==> src/hw/rtl/frt_pkg.sv <==
// Shared types and status codes for the fragment reassembly tracker.
`default_nettype none
package frt_pkg;
    localparam logic [2:0] ST_ACCEPTED    = 3'd0;
    localparam logic [2:0] ST_COMPLETE    = 3'd1;
    localparam logic [2:0] ST_BAD_RANGE   = 3'd2;
    localparam logic [2:0] ST_OVERLAP     = 3'd3;
    localparam logic [2:0] ST_TABLE_FULL  = 3'd4;
    localparam logic [2:0] ST_RANGES_FULL = 3'd5;
    localparam logic [2:0] ST_ZERO_SIZE   = 3'd6;

    // Fragment descriptor after classification by the front end.
    typedef struct packed {
        logic [15:0] frame_id;
        logic [15:0] frame_total_size;
        logic [15:0] frag_start;
        logic [15:0] frag_length;
        logic [16:0] frag_end;
        logic        len_zero;
    } t_item;
endpackage
`default_nettype wire

==> src/hw/rtl/frt_front.sv <==
// Front end: accepts fragment transactions, classifies them, two-entry queue to the back end.
`default_nettype none
module frt_front (
    input  wire logic          i_clk,
    input  wire logic          i_rst_n,
    input  wire logic          i_in_valid,
    output logic               o_in_stall,
    input  wire logic [15:0]   i_frame_id,
    input  wire logic [15:0]   i_frame_total_size,
    input  wire logic [15:0]   i_frag_offset,
    input  wire logic [15:0]   i_frag_length,
    output logic               o_q_valid,
    output frt_pkg::t_item     o_q_item,
    input  wire logic          i_q_pop
);
    frt_pkg::t_item r_slot [2];
    logic           r_wp, r_rp;
    logic [1:0]     r_cnt;
    frt_pkg::t_item n_item;
    logic           push, pop;

    always_comb begin
        n_item.frame_id         = i_frame_id;
        n_item.frame_total_size = i_frame_total_size;
        n_item.frag_start       = i_frag_offset;
        n_item.frag_length      = i_frag_length;
        n_item.frag_end         = {1'b0, i_frag_offset} + {1'b0, i_frag_length};
        n_item.len_zero         = (i_frag_length == 16'd0);
    end

    assign o_in_stall = (r_cnt == 2'd2);
    assign push       = i_in_valid && !o_in_stall;
    assign o_q_valid  = (r_cnt != 2'd0);
    assign pop        = i_q_pop && o_q_valid;
    assign o_q_item   = r_slot[r_rp];

    always_ff @(posedge i_clk) begin
        if (push) begin
            r_slot[r_wp] <= n_item;
        end
        if (!i_rst_n) begin
            r_wp  <= 1'b0;
            r_rp  <= 1'b0;
            r_cnt <= 2'd0;
        end else begin
            if (push) r_wp <= !r_wp;
            if (pop)  r_rp <= !r_rp;
            r_cnt <= r_cnt + {1'b0, push} - {1'b0, pop};
        end
    end
endmodule
`default_nettype wire

==> config.mk <==
export PLATFORM = sky130hd
export DESIGN_NAME = frt_front
export DESIGN_NICKNAME = d
export VERILOG_FILES = /design/src/hw/rtl/frt_pkg.sv /design/src/hw/rtl/frt_front.sv
export SDC_FILE = /design/constraint.sdc
export NUM_CORES = 1
export LEC_CHECK = 0
export BUFFER_PORTS_ARGS = -buffer_cell sky130_fd_sc_hd__buf_4
export CORE_MARGIN = 5
export CORE_UTILIZATION = 49
export DETAILED_ROUTE_END_ITERATION = 8
export PLACE_DENSITY_LB_ADDON = 0.25
export SLEW_MARGIN = 20
export SYNTH_ARGS = -nofsm -noshare
export SYNTH_HDL_FRONTEND = slang
export SYNTH_SLANG_ARGS = --single-unit
==> constraint.sdc <==
create_clock -name i_clk -period 4.4 [get_ports i_clk]
set_input_delay 0.44 -clock i_clk [delete_from_list [all_inputs] [get_ports i_clk]]
set_output_delay 0.44 -clock i_clk [all_outputs]
set_load 0.02 [all_outputs]
Word level (Yosys, flattened, before mapping)
Memory sizes are Yosys's and may differ from the RTL's. A register that Yosys moved wholly into a read port is not among the register bits.
Cells that the tools add are included.
{"block": "classes", "addsub": 3, "n_eq_ne": 1, "mux": 4, "reduce_logical": 7}
{"cell": "adder 16 x 16 -> 17 bit", "count": 1}
{"cell": "logical NOT 16 bit", "count": 1}
{"cell": "two-way mux 1 bit", "count": 4}
{"cell": "logical NOT 1 bit", "count": 3}
{"cell": "adder 2 x 1 -> 2 bit", "count": 1}
{"cell": "== test 2 bit, second input constant", "count": 1}
{"cell": "logical AND 1 bit", "count": 2}
{"cell": "nonzero test 2 bit", "count": 1}
{"cell": "subtractor 2 x 1 -> 2 bit", "count": 1}
{"block": "word_totals", "ff_bits": 4, "ram_bits": 164, "inputBits": 68, "out_inout_bits": 84, "wordCells": 19, "memories": 1}
{"name": "r_slot", "words": 2, "word_bits": 82, "read_ports": 1, "rd_clocked_by_memory_dff": 1, "write_ports": 1, "line": "frt_front.sv:16", "rtl": "frt_pkg::t_item r_slot [2];"}

Logic depth before layout (Yosys ltp)
{"block": "depth", "ltp_word": 5, "ltp_mapped": 8, "ltp_nobuf": 8}

Worst setup path after synthesis
Ideal clock, no wire load.
{"block": "synth_timing", "path_kind": "reg2reg", "startpoint": "register r_cnt[0]", "endpoint": "memory r_slot[0][0] (netlist bit), enable pin", "setup_time_ns": 0.524, "t_arrival_ns": 3.982, "required_time_ns": 3.876, "path_slack_ns": -0.107, "stages_incl_launch_ff": 4, "n_path_buf": 0, "synth_period_minus_slack_ns": 4.507, "cell_sequence": "dfxtp_1 > nand2b_1 > nand2_1 > nor2_1"}
{"block": "synth_between", "elab_chain_len": 5}
{"item": "from (decl)", "line": "frt_front.sv:18", "rtl": "logic [1:0] r_cnt;"}
{"item": "from (signal assigned)", "line": "frt_front.sv:48", "rtl": "r_cnt <= r_cnt + {1'b0, push} - {1'b0, pop};"}
{"item": "== test 2 bit", "line": "frt_front.sv:31", "rtl": "assign o_in_stall = (r_cnt == 2'd2);"}
{"item": "logical NOT 1 bit", "line": "frt_front.sv:32", "rtl": "assign push = i_in_valid && !o_in_stall;"}
{"item": "logical AND 1 bit", "line": "frt_front.sv:32"}
{"item": "two-way mux 1 bit", "line": "frt_front.sv:38", "rtl": "if (push) begin"}
{"item": "two-way mux 1 bit (not written as such)", "line": "frt_front.sv:39", "rtl": "r_slot[r_wp] <= n_item;"}
{"item": "to (decl)", "line": "frt_front.sv:16"}
No other way between the ends.

==> metrics <==
clk_skew=0.00549 ns; Synth Instances=384; postcts setup bufs=0; Yosys top cell by area=edfxtp_1; post-synthesis sequential area ratio=0.729; Startpoint Class=flip-flop; vias per cell=~5.2; HP Class=in2reg; Final setup violation count=0; max layer used=met4; Nets=~640; first-pass GRT wire length=20700 µm; Slew HR=0.503; Tmin final=2.39 ns; number of max-cap violations=0; ys async rst share=0; Area Overhead vs Synth=28.8%; WL/cell=18.4 µm; FF+latch count, synth=between 150 and 200; pre-CTS WS=slightly below 2 ns; n_diodes=0; die area=between 15000 and 20000 µm²; post-CTS sizing=0; met1 WL=~5800 µm; Synth Cell Area=roughly 6900 µm²; Netlist cell types=between 40 and 50; syn nets=roughly 470; Placer Congestion=approximately 0.9; Peak VDD IR=approximately 280 µV; Synth top area share=0.714; RSZ-0062 raised after global routing=false; Die Ht=129 µm; gr ovfl total=0; initial antenna violation count=0; clock latency on the worst-skew pair=~0.42 ns; Pleak=3.34 nW; met2 WL post-DR=approximately 6700 µm; largest net degree at the start of global routing=83; Arr. time, crit path=between 1.5 and 2 ns; mean area per synthesized cell=18.0 µm²; Port Buffers=approximately 150; CTS Buf Count=17; core area=13800 µm²; FP Rows=43; vias in the first global route=~4.1k; Initial Utilization=0.499; Setup crit end kind=output pin; clk buf depth=2; DIE WIDTH=129 µm; hpwl dp=a little over 9000 µm; Storage cell area=between 5000 and 6000 µm²; Fin Setup TNS=0 ns; final WL=between 10000 and 15000 µm; Slew Viols, Final=0; met3 WL=between 900 and 1000 µm; final antenna-violating net count=0; Synth Flop Type=edfxtp_1; Tightest Pin Transition=roughly 0.75 ns; Pre-Repair DR Iteration Count=5; multi-input gate area in the final layout=about 1800 µm²; Post-synth EDFFs=around 160; status=finished, final reports clean; all-layer global routing usage=0.166; critical path class=reg2out; yosys warns=0; DR vias=3888; # hold bufs at CTS=0; root buf cell=clkbuf_16; Synth area leaders=edfxtp_1 (71%), mux2_2 (13%), ha_1 (3.3%); I/O pin count=about 150; setup ws final=2.01 ns; Tcrit/Tclk final=0.544; number of fill cells in the layout=~980; Power Density=roughly 560 nW/µm²; CTS tree=yes; Fmax achieved=about 0.42 GHz; clk slew on worst S/H paths=approximately 0.060 ns; Post-route DRC=0; layout cells sized above 1=0.483; H-tree depth=4; CP Data Required Time=3.96 ns; worst-path fanout max=between 50 and 60; initial DRC count=226; Hold Vio Cnt, Final=0; clock sinks=roughly 170
==> per-stage QoR <==
| stage | hold WS, ns | area [µm²] | cells | util | total power, mW |
|---|---|---|---|---|---|
| detailed placement | 0.532 | 8250 | 708 | 0.597 | 3.59 |
| finish | 0.207 | 8870 | 741 | 0.642 | 5.00 |
| CTS | 0.185 | 8820 | 739 | 0.638 | 5.03 |
| floorplan | 0.504 | 6900 | 384 | - | 3.01 |
| global route | 0.189 | 8870 | 741 | 0.642 | 5.22 |
| global placement | 0.518 | 8250 | 708 | 0.597 | 3.56 |
==> per-layer routing <==
layer / track usage / vias up
met4: 0.0624 / 0
met1: 0.204 / 1901
li1: - / 1843
met5: 0 / -
met2: 0.279 / 121
met3: 0.0506 / 23
==> state kept, by name, summed over array words and instances, names as in the netlist, named ones only <==
name and count:
r_cnt 2, r_rp 1, r_slot 164, r_wp 1
==> worst paths after layout <==
check | slack, ns | end | start | cells after the start
max | 2.01 | o_q_item[9] | flip-flop | 3
min | 0.21 | r_slot[1][50] | i_frame_total_size[0] | 1
min reg2reg | 0.56 | flip-flop | r_rp | 2
max reg2reg | 2.32 | r_slot[1][9] | r_cnt[0] | 3
==> critical path, stage by stage (launching register included) <==
cell and delay, ns:
dfxtp_4 0.62, buf_16 0.33, mux2_2 0.40, buf_4 0.16
==> cell type report <==
type                       instances  area share
multi-input combinational        202       0.205
inverter                           4     0.00169
sequential                       169       0.567
timing repair buffer             155       0.137
clock buffer                      21      0.0496
tap                              180      0.0254
clock inverter                    10      0.0144
==> cells in the final DEF, fill, tap and decap left out, types with 2 or more instances in the layout <==
master,n
buf_16,2
nand3_1,5
a211oi_1,2
buf_4,152
clkinv_2,5
o21ai_0,8
xor2_1,6
clkbuf_16,17
ha_1,18
nor4_1,4
nor2_1,6
a21o_1,2
o21a_1,3
inv_1,4
nor3_1,3
bufinv_16,3
dfxtp_1,4
a21oi_1,12
xnor2_1,8
mux2_2,82
edfxtp_1,164
a31oi_1,2
o21bai_1,2
nor2b_1,2
clkbuf_1,4
nand2_1,10
and3_1,4
and2_1,4
==> where the power goes <==
| group | switching, mW | internal, mW | total, mW |
|---|---|---|---|
| Sequential | 0.0816 | 2.02 | 2.11 |
| Combinational | 0.777 | 0.679 | 1.46 |
| Clock | 0.555 | 0.882 | 1.44 |
==> cell usage after synthesis (2+ instances only) <==
library cell and n:
a211oi_1 2, o21a_1 3, nor4_1 4, xor2_1 6
mux2_2 82, and3_1 5, nor3_1 3, edfxtp_1 164
xnor2_1 8, buf_2 8, o21bai_1 2, nor2_1 7
dfxtp_1 5, inv_1 4, and2_1 4, a31oi_1 2
o21ai_0 8, nand2_1 10, ha_1 18, nand3_1 5
a21oi_1 12, a21o_1 2, nor2b_1 2
==> logic make-up (layout without fill, tap and decap cells) <==
kind of cell               Yosys count  after routing  synth area share
adders and majority gates           19             19            0.0356
AOI/OAI and AO/OA                   40             40            0.0390
and+or+nand+nor                     47             47            0.0361
muxes                               82             82             0.134
buffers and inverters               13            190           0.00853
xor gates and xnor gates            14             14            0.0178
DFF                                169            169             0.729
(Power assumes the default switching activity.)
